File: config.mk
export PLATFORM = sky130hd
export DESIGN_NAME = anc_caption_extractor_top
export DESIGN_NICKNAME = d
export VERILOG_FILES = /design/src/hw/rtl/ace_pkg.sv /design/src/hw/rtl/ace_ram.sv /design/src/hw/rtl/anc_caption_extractor_top.sv
export SDC_FILE = /design/constraint.sdc
export NUM_CORES = 2
export LEC_CHECK = 0
export BUFFER_PORTS_ARGS = -buffer_cell sky130_fd_sc_hd__buf_2
export CAP_MARGIN = 20
export CELL_PAD_IN_SITES_DETAIL_PLACEMENT = 1
export CELL_PAD_IN_SITES_GLOBAL_PLACEMENT = 2
export CORE_MARGIN = 2
export CORE_UTILIZATION = 51
export CTS_BUF_LIST = sky130_fd_sc_hd__clkbuf_8
export DETAILED_ROUTE_END_ITERATION = 12
export GPL_TIMING_DRIVEN = 0
export PLACE_DENSITY_LB_ADDON = 0.1
export SYNTH_ARGS = -nofsm -noshare
export SYNTH_HDL_FRONTEND = slang
export SYNTH_HIERARCHICAL = 1
export SYNTH_SLANG_ARGS = --single-unit
File: constraint.sdc
create_clock -name clk -period 14.9 [get_ports clk]
set_clock_uncertainty 0.05 [all_clocks]
set_input_delay 2.235 -clock clk [delete_from_list [all_inputs] [get_ports clk]]
set_output_delay 2.235 -clock clk [all_outputs]
set_load 0.01 [all_outputs]
File: src/hw/rtl/ace_pkg.sv
// Shared constants for the ANC caption extractor.
package ace_pkg;

  localparam int TripleDepth = 31;
  localparam int TripleAw    = 5;

  localparam logic [1:0] StatusTriple  = 2'd0;
  localparam logic [1:0] StatusNone    = 2'd1;
  localparam logic [1:0] StatusInvalid = 2'd2;

  localparam logic [1:0] RegLineFirst  = 2'd0;
  localparam logic [1:0] RegLineSecond = 2'd1;
  localparam logic [1:0] RegDid        = 2'd2;
  localparam logic [1:0] RegSdid       = 2'd3;

  localparam logic [15:0] CdpIdent   = 16'h9669;
  localparam logic [7:0]  SecTimecode = 8'h71;
  localparam logic [7:0]  SecCcData   = 8'h72;
  localparam logic [7:0]  CcCountMask = 8'h1F;

endpackage

File: src/hw/rtl/ace_ram.sv
// Generic single-port-write, single-read RAM with registered read data.
module ace_ram #(
  parameter int Width = 8,
  parameter int Depth = 16,
  parameter int Aw    = (Depth > 1) ? $clog2(Depth) : 1
) (
  input  logic             clk,
  input  logic             wr_en,
  input  logic [Aw-1:0]    wr_addr,
  input  logic [Width-1:0] wr_data,
  input  logic [Aw-1:0]    rd_addr,
  output logic [Width-1:0] rd_data
);

  logic [Width-1:0] mem [Depth];

  always_ff @(posedge clk) begin
    if (wr_en) begin
      mem[wr_addr] <= wr_data;
    end
    rd_data <= mem[rd_addr];
  end

endmodule

File: src/hw/rtl/anc_caption_extractor_top.sv
// Top level: SMPTE-436M ANC byte parser with caption triple buffer.
// A status result is valid the cycle after the packet-end byte is taken; the first stored
// triple passes the read state (RAM read) and then the emit step (output register).
// Bytes are taken one per cycle while parsing and no result is waiting; stored triples
// drain one at a time, each held until out_ready, and no byte is taken during the drain.
// Reset (rst, synchronous) restores register defaults and the parser start state.
module anc_caption_extractor_top (
  input  logic        clk,
  input  logic        rst,
  input  logic        cfg_wr_en,
  input  logic [1:0]  cfg_index,
  input  logic [15:0] cfg_data,
  input  logic        in_valid,
  output logic        in_ready,
  input  logic [7:0]  data_byte,
  input  logic        packet_end,
  output logic        out_valid,
  input  logic        out_ready,
  output logic [1:0]  status,
  output logic [7:0]  cc_header,
  output logic [7:0]  cc_byte_one,
  output logic [7:0]  cc_byte_two,
  output logic        end_of_run
);
  import ace_pkg::*;

  typedef enum logic [3:0] {
    PH_COUNT_HI, PH_COUNT_LO, PH_HEADER, PH_VANC_HDR, PH_CDP_FIXED,
    PH_TC_SKIP, PH_CC_COUNT, PH_TRIPLES, PH_SKIP, PH_DONE
  } phase_t;

  typedef enum logic [1:0] {MODE_PARSE, MODE_READ, MODE_EMIT} mode_t;

  // configuration registers
  logic [15:0] line_first, line_second;
  logic [7:0]  did, sdid;

  always_ff @(posedge clk) begin
    if (rst) begin
      line_first  <= 16'd9;
      line_second <= 16'd11;
      did         <= 8'h61;
      sdid        <= 8'h01;
    end else if (cfg_wr_en) begin
      case (cfg_index)
        RegLineFirst:  line_first  <= cfg_data;
        RegLineSecond: line_second <= cfg_data;
        RegDid:        did         <= cfg_data[7:0];
        RegSdid:       sdid        <= cfg_data[7:0];
        default: ;
      endcase
    end
  end

  // parser state
  phase_t      phase;
  logic [3:0]  offs;
  logic [15:0] pk_left;
  logic [31:0] ab_left;
  logic [7:0]  vb_left;
  logic [31:0] shift;
  logic [15:0] hline;
  logic [7:0]  hcoding;
  logic [4:0]  tcount;
  logic        captured, err;
  logic [23:0] tri_acc;

  phase_t      phase_next;
  logic [3:0]  offs_next;
  logic [15:0] pk_left_next;
  logic [31:0] ab_left_next;
  logic [7:0]  vb_left_next;
  logic [31:0] shift_next;
  logic [15:0] hline_next;
  logic [7:0]  hcoding_next;
  logic [4:0]  tcount_next;
  logic        captured_next, err_next;
  logic [23:0] tri_acc_next;
  logic        ram_we;

  mode_t       mode;
  logic [4:0]  rd_idx;
  logic [4:0]  drain_n;
  logic [23:0] rd_data;

  logic        take;
  assign in_ready = (mode == MODE_PARSE) && !out_valid;
  assign take     = in_valid && in_ready;

  // per-byte parse step
  always_comb begin
    logic [7:0]  b;
    logic [31:0] sh;
    logic [7:0]  cc;
    logic [9:0]  cc3;
    logic        is_pay;
    b = data_byte;
    phase_next = phase; offs_next = offs; pk_left_next = pk_left;
    ab_left_next = ab_left; vb_left_next = vb_left; shift_next = shift;
    hline_next = hline; hcoding_next = hcoding; tcount_next = tcount;
    captured_next = captured; err_next = err; tri_acc_next = tri_acc;
    ram_we = 1'b0;
    sh = '0; cc = '0; cc3 = '0;
    is_pay = 1'b0;
    case (phase)
      PH_COUNT_HI: begin
        shift_next = {24'd0, b};
        phase_next = PH_COUNT_LO;
      end
      PH_COUNT_LO: begin
        pk_left_next = {shift[7:0], b};
        if ({shift[7:0], b} == 16'd0) phase_next = PH_DONE;
        else begin
          phase_next = PH_HEADER; offs_next = '0; shift_next = '0;
        end
      end
      PH_HEADER: begin
        sh = {shift[23:0], b};
        shift_next = sh;
        if (offs == 4'd1) hline_next = sh[15:0];
        else if (offs == 4'd3) hcoding_next = b;
        else if (offs == 4'd9) ab_left_next = sh;
        if (offs >= 4'd13) begin
          if (sh != 32'd1 || hcoding < 8'd4 || hcoding > 8'd12) begin
            err_next = 1'b1; phase_next = PH_DONE;
          end else if ((hcoding >= 8'd7 && hcoding <= 8'd9) ||
                       (hline != line_first && hline != line_second)) begin
            if (ab_left == 32'd0) begin
              pk_left_next = pk_left - 16'd1;
              if (pk_left == 16'd1) phase_next = PH_DONE;
              else begin
                phase_next = PH_HEADER; offs_next = '0; shift_next = '0;
              end
            end else phase_next = PH_SKIP;
          end else if (ab_left == 32'd0) begin
            err_next = 1'b1; phase_next = PH_DONE;
          end else begin
            phase_next = PH_VANC_HDR; offs_next = '0; shift_next = '0;
          end
        end else offs_next = offs + 4'd1;
      end
      PH_DONE: ;
      default: is_pay = 1'b1;
    endcase

    if (is_pay) begin
      if (ab_left != 32'd0) ab_left_next = ab_left - 32'd1;
      if (phase inside {PH_CDP_FIXED, PH_TC_SKIP, PH_CC_COUNT, PH_TRIPLES} &&
          vb_left != 8'd0)
        vb_left_next = vb_left - 8'd1;
      case (phase)
        PH_VANC_HDR: begin
          if (offs == 4'd0) begin
            shift_next = {24'd0, b}; offs_next = 4'd1;
          end else if (offs == 4'd1) begin
            shift_next = {16'd0, shift[7:0], b}; offs_next = 4'd2;
          end else if (ab_left_next < ({24'd0, b} + 32'd4)) begin
            err_next = 1'b1; phase_next = PH_DONE;
          end else if (shift[15:8] != did || shift[7:0] != sdid) begin
            phase_next = PH_SKIP;
          end else if (b == 8'd0) begin
            err_next = 1'b1; phase_next = PH_DONE;
          end else begin
            vb_left_next = b; phase_next = PH_CDP_FIXED;
            offs_next = '0; shift_next = '0;
          end
        end
        PH_CDP_FIXED: begin
          if (offs == 4'd0) shift_next = {24'd0, b};
          else if (offs == 4'd1) begin
            shift_next = {16'd0, shift[7:0], b};
            if ({shift[7:0], b} != CdpIdent) begin
              err_next = 1'b1; phase_next = PH_DONE;
            end
          end else if (offs == 4'd7) begin
            if (b == SecTimecode) begin
              phase_next = PH_TC_SKIP; offs_next = '0;
            end else if (b == SecCcData) phase_next = PH_CC_COUNT;
            else phase_next = PH_SKIP;
          end
          if (phase_next == PH_CDP_FIXED) offs_next = offs + 4'd1;
        end
        PH_TC_SKIP: begin
          if (offs >= 4'd4) begin
            if (b == SecCcData) phase_next = PH_CC_COUNT;
            else phase_next = PH_SKIP;
          end else offs_next = offs + 4'd1;
        end
        PH_CC_COUNT: begin
          cc  = b & CcCountMask;
          cc3 = {2'd0, cc} + {1'b0, cc, 1'b0};
          if ({2'd0, vb_left_next} < cc3) begin
            err_next = 1'b1; phase_next = PH_DONE;
          end else if (cc == 8'd0) phase_next = PH_SKIP;
          else begin
            captured_next = 1'b1; tcount_next = '0; offs_next = '0;
            shift_next = {22'd0, cc3}; phase_next = PH_TRIPLES;
          end
        end
        PH_TRIPLES: begin
          // assemble a triple, write it when the third byte arrives and the buffer has room
          if (offs == 4'd0) tri_acc_next = {b, 16'd0};
          else if (offs == 4'd1) tri_acc_next = {tri_acc[23:16], b, 8'd0};
          else tri_acc_next = {tri_acc[23:8], b};
          if (offs >= 4'd2) begin
            offs_next = '0;
            if (tcount < 5'(TripleDepth)) begin
              ram_we = 1'b1;
              tcount_next = tcount + 5'd1;
            end
          end else offs_next = offs + 4'd1;
          shift_next = shift - 32'd1;
          if (shift == 32'd1) phase_next = PH_SKIP;
        end
        default: ;
      endcase

      if (vb_left_next == 8'd0 && phase_next inside
          {PH_CDP_FIXED, PH_TC_SKIP, PH_CC_COUNT, PH_TRIPLES}) begin
        if (phase_next == PH_CDP_FIXED && offs_next < 4'd2) begin
          err_next = 1'b1; phase_next = PH_DONE;
        end else phase_next = PH_SKIP;
      end
      if (ab_left_next == 32'd0 && phase_next inside
          {PH_VANC_HDR, PH_CDP_FIXED, PH_TC_SKIP, PH_CC_COUNT, PH_TRIPLES, PH_SKIP}) begin
        if (phase_next == PH_VANC_HDR) begin
          err_next = 1'b1; phase_next = PH_DONE;
        end else if (captured_next) phase_next = PH_DONE;
        else begin
          pk_left_next = pk_left - 16'd1;
          if (pk_left == 16'd1) phase_next = PH_DONE;
          else begin
            phase_next = PH_HEADER; offs_next = '0; shift_next = '0;
          end
        end
      end
    end
  end

  // packet end outcome
  logic [1:0] end_status;
  always_comb begin
    if (err_next) end_status = StatusInvalid;
    else if (phase_next == PH_COUNT_HI || phase_next == PH_COUNT_LO) end_status = StatusNone;
    else if (phase_next == PH_DONE) end_status = captured_next ? StatusTriple : StatusNone;
    else end_status = StatusInvalid;
    if (end_status == StatusTriple && tcount_next == 5'd0) end_status = StatusNone;
  end

  ace_ram #(.Width(24), .Depth(TripleDepth), .Aw(TripleAw)) u_store (
    .clk     (clk),
    .wr_en   (take && ram_we),
    .wr_addr (tcount),
    .wr_data (tri_acc_next),
    .rd_addr (rd_idx),
    .rd_data (rd_data)
  );

  // parser registers, drain sequencer and output register
  always_ff @(posedge clk) begin
    if (rst) begin
      phase <= PH_COUNT_HI; offs <= '0; pk_left <= '0; ab_left <= '0;
      vb_left <= '0; shift <= '0; hline <= '0; hcoding <= '0;
      tcount <= '0; captured <= 1'b0; err <= 1'b0;
      mode <= MODE_PARSE; rd_idx <= '0; drain_n <= '0; out_valid <= 1'b0;
    end else begin
      // the emit step reloads the output itself
      if (out_valid && out_ready && mode != MODE_EMIT) out_valid <= 1'b0;
      case (mode)
        MODE_PARSE: begin
          if (take) begin
            tri_acc <= tri_acc_next;
            if (packet_end) begin
              phase <= PH_COUNT_HI; offs <= '0; pk_left <= '0; ab_left <= '0;
              vb_left <= '0; shift <= '0; hline <= '0; hcoding <= '0;
              tcount <= '0; captured <= 1'b0; err <= 1'b0;
              if (end_status == StatusTriple) begin
                mode <= MODE_READ; rd_idx <= '0; drain_n <= tcount_next;
              end else begin
                out_valid <= 1'b1; status <= end_status; cc_header <= '0;
                cc_byte_one <= '0; cc_byte_two <= '0; end_of_run <= 1'b1;
              end
            end else begin
              phase <= phase_next; offs <= offs_next; pk_left <= pk_left_next;
              ab_left <= ab_left_next; vb_left <= vb_left_next;
              shift <= shift_next; hline <= hline_next; hcoding <= hcoding_next;
              tcount <= tcount_next; captured <= captured_next; err <= err_next;
            end
          end
        end
        MODE_READ: mode <= MODE_EMIT;
        MODE_EMIT: begin
          if (!out_valid || out_ready) begin
            out_valid <= 1'b1; status <= StatusTriple;
            cc_header <= rd_data[23:16]; cc_byte_one <= rd_data[15:8];
            cc_byte_two <= rd_data[7:0];
            end_of_run <= (rd_idx + 5'd1 == drain_n);
            if (rd_idx + 5'd1 == drain_n) mode <= MODE_PARSE;
            else begin
              rd_idx <= rd_idx + 5'd1; mode <= MODE_READ;
            end
          end
        end
        default: mode <= MODE_PARSE;
      endcase
    end
  end

endmodule

* Word level (Yosys, flattened, before mapping)
Memories as Yosys holds them, arrays and structs flattened. A register that Yosys moved wholly into a read port is not among the register bits.
Index checks and enable logic that the tools add are counted.
** Operators by class
- $add $sub $neg :: 9
- Magnitude comparators :: 11
- Equal/unequal tests :: 50
- Muxes and demuxes :: 211
- Bitwise operators :: 1
- Reduce and logical (&&, ||, !) cells :: 56
** Operators with widths (number)
- 32-bit 2-to-1 mux :: 30
- 4-bit 2-to-1 mux :: 60
- 16-bit 2-to-1 mux :: 13
- 8-bit 2-to-1 mux :: 21
- 32-bit case mux with 4 select lines :: 1
- 32-bit case mux with 3 select lines :: 1
- 24-bit 2-to-1 mux :: 3
- 32-bit zero test :: 2
- 32-bit by 1-bit subtractor with 32-bit output, second input constant :: 2
- 4-bit by 3-bit equality test with 1-bit output, second input constant :: 14
- 5-bit 2-to-1 mux :: 11
- 8-bit case mux with 2 select lines :: 3
- 1-bit 2-to-1 mux :: 44
- 4-bit case mux with 5 select lines :: 2
- 32-bit by 1-bit equality test with 1-bit output, second input constant :: 1
- 32-bit by 9-bit less-than comparator with 1-bit output :: 1
- 16-bit inequality test :: 2
- 32-bit by 1-bit inequality test with 1-bit output, second input constant :: 1
- 16-bit case mux with 2 select lines :: 1
- 32-bit nonzero test :: 1
- 8-bit zero test :: 3
- 2-bit 2-to-1 mux :: 12
- 5-bit case mux with 2 select lines :: 2
- 16-bit by 1-bit equality test with 1-bit output, second input constant :: 1
- 51 further kinds :: 106
** Storage, ports and cells
- Register bits :: 239
- Bits in writable memories :: 744
- Bits of input ports :: 32
- Output and inout bits :: 29
- Logic and storage cells :: 364
- Memories kept :: 1
** Memory list
- u_store.mem :: words 31, width 24, read ports 1, clocked after Yosys merged registers in 1, wr ports 1, RTL line ace_ram.sv:15 : logic [Width-1:0] mem [Depth];

* Depth between registers and ports, before layout
- Depth after elaboration :: 38
- Gate-level depth with buffers :: 26
- Mapped depth without buffers :: 23

* By module
The synthesis kept the hierarchy.
** Modules (own cells, without submodules)
- ace_ram :: times used 1, cells each 1305, area each 28870.2 um2, sequential area each 22821.9 um2
- anc_caption_extractor_top :: times used 1, cells each 2188, area each 16708.5 um2, sequential area each 5295.1 um2

* Worst setup path before layout
No wires, ideal clock.
- Path type :: input-to-reg
- Start :: input data_byte[2]
- End :: register cc_byte_one[0] (enable)
- Library setup time :: 454 ps
- Arrival :: 7871 ps
- Data required time :: 14396 ps
- Setup slack :: 6524 ps
- Cell stages on the path :: 22
- Buffers on the path :: 1
- Cells stage by stage :: clkbuf_1 > inv_1 > ha_1 > a21oi_1 > nor2_1 > nor2_1 > xor2_1 > ha_1 > a21oi_1 > o21ai_0 > nor4_1 > o211ai_1 > nand2_1 > o311ai_1 > a2111oi_1 > o21ai_1 > or3_1 > a211o_1 > a21boi_1 > o21ai_1 > a211oi_2 > o32ai_1
** Between the ends
- Word-level cells in the longest chain between the ends :: 35
- Elaborated cells on any way between the ends :: 136
- Classes of those cells :: add/sub (2); order compare (3); eq/ne (18); mux (94); reduce/logical (19)
** RTL lines
- from (decl) :: RTL line anc_caption_extractor_top.sv:15 : input logic [7:0] data_byte,
- branches (longest 31 deep; another with 32-bit by 9-bit less-than comparator with 1-bit output)
- 2-bit 2-to-1 mux (*) :: RTL line anc_caption_extractor_top.sv:247 : if (end_status == StatusTriple && tcount_next == 5'd0) end_status = StatusNone;
- 2-bit zero test (*) :: RTL line anc_caption_extractor_top.sv:277 : if (end_status == StatusTriple) begin
- 2-bit inequality test (no source line) (*)
- 6-bit AND reduction (no source line) (*)
- to (signal assigned) :: RTL line anc_caption_extractor_top.sv:295 : cc_header <= rd_data[23:16]; cc_byte_one <= rd_data[15:8];
- to (decl) :: RTL line anc_caption_extractor_top.sv:21 : output logic [7:0] cc_byte_one,
Mark *: on every way between the ends. The select of a mux whose other input is x is not followed.
A chain may end at the register's enable or synchronous reset.

* Worst setup path in the final report
- Start :: input data_byte[2]
- End :: register cc_header[0] (enable)
** Between the ends
- Word-level cells in the longest chain between the ends :: 35
- Elaborated cells on any way between the ends :: 136
- Classes of those cells :: add/sub (2); order compare (3); eq/ne (18); mux (94); reduce/logical (19)
** RTL lines
- branches (longest 31 deep; another with 32-bit by 9-bit less-than comparator with 1-bit output)
- 2-bit 2-to-1 mux (*) :: RTL line anc_caption_extractor_top.sv:247
- 2-bit zero test (*) :: RTL line anc_caption_extractor_top.sv:277
- 2-bit inequality test (no source line) (*)
- 6-bit AND reduction (no source line) (*)
- to (signal assigned) :: RTL line anc_caption_extractor_top.sv:295
- to (decl) :: RTL line anc_caption_extractor_top.sv:20 : output logic [7:0] cc_header,
Marked as above.

==> impl_metrics.py <==
metrics = {
    "worst_hold_path": {
        "min_to": "sdid[5]",
        "min_from": "sdid[5]",
        "hold_depth": 2,
        "hp-class": "register to register",
    },
    "worst_setup_path": {
        "crit_path_max_fanout": 15,
        "cp_data_required_time_ns": 15.47,
        "slowest_delay_ns": 0.89,
        "crit_family": "compound AO/OA/AOI/OAI gates",
        "path_buf_inv": 6,
        "crit_arrival_ns": 10.76,
        "r2r-end": "cc_header[0]",
        "endpoint_kind": "register",
        "start_kind": "input port",
        "critical_path_class": "input port to register",
        "reg2reg_from": "ab_left[14]",
        "crit_slowest_cell": "clkbuf_1",
        "ff2ff_path_depth": 25,
        "reg2reg_slack_ns": 6.03,
    },
    "synthesis": {
        "yosysUniqueCellTypes": 93,
        "syn_inst": 3493,
        "yosysMostFrequentCell": "edfxtp_1",
        "yosys_register_bits": 1007,
        "yosys-top-cells-area": "edfxtp_1 (52%), dfxtp_1 (9.3%), mux4_2 (7.5%)",
        "yosys.area.top_type": "edfxtp_1",
        "synth_async_sr_flop_share": 0,
        "synth_top_area_share": 0.524,
        "ys_warn_count": 6,
        "avgSynthCellArea_sq_um": 13.0,
        "ys_seq_area_frac": 0.617,
        "synth-edff-count": 795,
        "syn-cell-area_sq_um": 45600,
        "ys_top_cells_by_count": "edfxtp_1 (795), nand2_1 (311), nor2_1 (264)",
        "syn_nets": 3566,
        "synthFlopType": "edfxtp_1",
    },
    "clock_network": {
        "cts_buffer_depth": 3,
        "cts.clk_slew.worst_paths_ns": 0.06,
        "root_buffer": "clkbuf_8",
        "cts_made_buffers": 162,
        "numClockSinks": 1007,
        "clock_latency_ns": 0.89,
        "cts_tree": "done",
        "h-tree-depth": 4,
        "post_cts_buffers": 0,
        "holdBufCountCts": 0,
        "post_cts_resize_count": 0,
    },
    "global_route": {
        "grt_pass1_wl_um": 255000,
        "track_usage": 0.388,
        "grt_max_degree": 33,
        "grt_pass1_vias": 35900,
        "antenna_found_initial": 4,
        "grt_overflow": 0,
    },
    "run_status": {
        "status": "finished, violations left",
        "violations": "design-rule violations",
    },
    "pwr": {
        "power_frac_seq": 0.527,
        "power_frac_comb": 0.046,
        "p_int_mw": 4.29,
        "powerDensity_nw_per_um2": 111,
        "irDropWorstVdd_mv": 0.0926,
        "p_sw_frac": 0.251,
        "p_clk_frac": 0.427,
        "power.switching_mw": 1.44,
        "p_leak_nw": 15.3,
    },
    "flow_run": {
        "drv_cap": 0,
    },
    "route": {
        "vias_per_cell": 6.88,
        "post_drt_wl_per_cell_um": 35.5,
        "wirelength_um": 179000,
        "drc": 6,
        "via_count": 34800,
        "dr.first_iter.drc_count": 4144,
        "dr.pass1.iters": 11,
        "antenna_left": 0,
    },
    "sta": {
        "min_period_ns": 10.19,
        "max_freq_ghz": 0.0982,
        "hold_viol": 0,
        "setup_violations": 0,
        "period_share": 0.684,
        "rsz0062_at_grt": "no",
        "tightest_slew_ns": 1.29,
        "slew_headroom": 0.141,
        "drv_slew": 0,
        "holdWs_ns": 0.423,
        "setup_slack_ns": 4.71,
        "finalSetupTns_ns": 0,
    },
    "finish": {
        "nets": 3828,
        "final_cell_area_sq_um": 51600,
        "fillers": 8725,
        "drive_gt1_frac": 0.166,
        "finalCoreUtilization": 0.583,
        "area_delta_synth_final_pct": 13.2,
    },
    "floorplanning": {
        "ios": 61,
        "rows": 109,
        "core_sq_um": 88500,
        "die_w_um": 303,
        "start_util": 0.515,
        "die_area_sq_um": 91800,
        "die_h_um": 303,
    },
    "place": {
        "globalplace.congestion": 0.967,
        "dpl_cell_area_sq_um": 48200,
        "dpl_worst_slack_ns": 3.99,
        "hpwl_um": 119000,
        "port_buffers": 57,
    },
}
## power groups by stage
stage                     logic (mW)  clock network (mW)  registers (mW)
final                          0.265                2.44            3.02
after CTS                      0.259                2.45            3.02
after floorplan                0.140                   0            3.08
after global routing           0.278                2.56            3.02
after global placement         0.245                   0            3.08
after detailed placement       0.256                   0            3.08
## worst register-to-register path: cells and delay by family (launching register included)
family	cells	cell delay, ns
flops	1	0.30
fa+ha+maj	1	0.32
simple gates	8	3.78
buf+inv	5	1.05
compound gates	11	3.13
## cell families (layout without fill, tap and decap cells)
kind of cell               count (synthesis)  count (layout)  share of synthesized area
and+or+nand+nor                         1017            1017                      0.110
muxes                                    238             238                     0.0947
xor gates and xnor gates                 101             101                     0.0194
adders and majority gates                 41              41                     0.0114
AOI/OAI and AO/OA                        813             813                      0.120
DFF                                     1007            1007                      0.617
other                                      0               2                          0
buffers and inverters                    276             676                     0.0273
## flip-flops by register name (all words and copies together) (netlist names), 4 cells and up
name / cells
rd_idx: 5
did: 8
line_second: 16
cc_byte_one: 8
tri_acc: 24
ab_left: 32
line_first: 16
sdid: 8
vb_left: 8
pk_left: 16
shift: 32
cc_header: 8
hcoding: 8
offs: 4
cc_byte_two: 8
phase: 4
drain_n: 5
hline: 16
u_store/mem: 744
tcount: 5
u_store/rd_data: 24
## routing by layer
metal	track usage	vias up	routed length [um]
met5	0	-	16
met4	0.223	2	11500
met2	0.648	2267	87300
li1	-	14200	-
met1	0.471	17800	66200
met3	0.0750	569	14500
## how the worst max path moves through the flow
stage / startpoint / cells after the start / slack (ns) / end
after floorplan: data_byte[2] / 22 / 6.52 / cc_byte_one[0]
after global routing: data_byte[2] / 25 / 4.53 / cc_byte_one[4]
after detailed placement: data_byte[2] / 25 / 3.99 / cc_byte_two[0]
final: data_byte[2] / 25 / 4.71 / cc_header[0]
after global placement: data_byte[2] / 23 / 1.79 / cc_byte_two[0]
after CTS: data_byte[2] / 25 / 4.91 / cc_header[0]
## per-stage QoR
stage	power (mW)	std cells
2_1_floorplan	3.22	3493
3_3_place_gp	3.32	4715
3_5_place_dp	3.34	4749
4_1_cts	5.73	5051
5_1_grt	5.86	5059
6_report	5.73	5060
## layout make-up
type                            count  area (sq um)  share of cell area
Buffer                            239          1110              0.0214
Antenna cell                        2          5.00           0.0000970
Clock inverter                    116           659              0.0128
Clock buffer                      186          2560              0.0496
Sequential cell                  1007         28100               0.545
Timing Repair Buffer               98          1030              0.0200
Multi-Input combinational cell   2210         16500               0.320
Inverter                           37           139             0.00269
Tap cell                         1165          1460              0.0283
## layout by cell type, fill, tap and decap left out, types with 19 or more instances in the layout
cell type and n:
edfxtp_1 795, nand2_1 311, nor2_1 232, dfxtp_1 212, a21oi_1 211, clkbuf_8 186
clkbuf_1 156, mux4_2 152, o21ai_0 114, inv_1 93, buf_2 93, a22oi_1 89
mux2i_1 71, nand3_1 66, o22ai_1 65, xor2_1 64, nor3_1 61, nor4_1 53
o211ai_1 47, ha_1 40, xnor2_1 37, and2_1 33, nand2b_1 31, a22o_1 31
nor2_4 30, nand3b_1 28, nand4_1 27, or3_1 23, clkinv_1 23, a211oi_1 22
a32oi_1 21, buf_4 20, buf_1 20, clkinv_2 20, or4_1 19, o221ai_1 19
a21o_1 19, o21ai_1 19
Power figures use the tool's default switching activity.
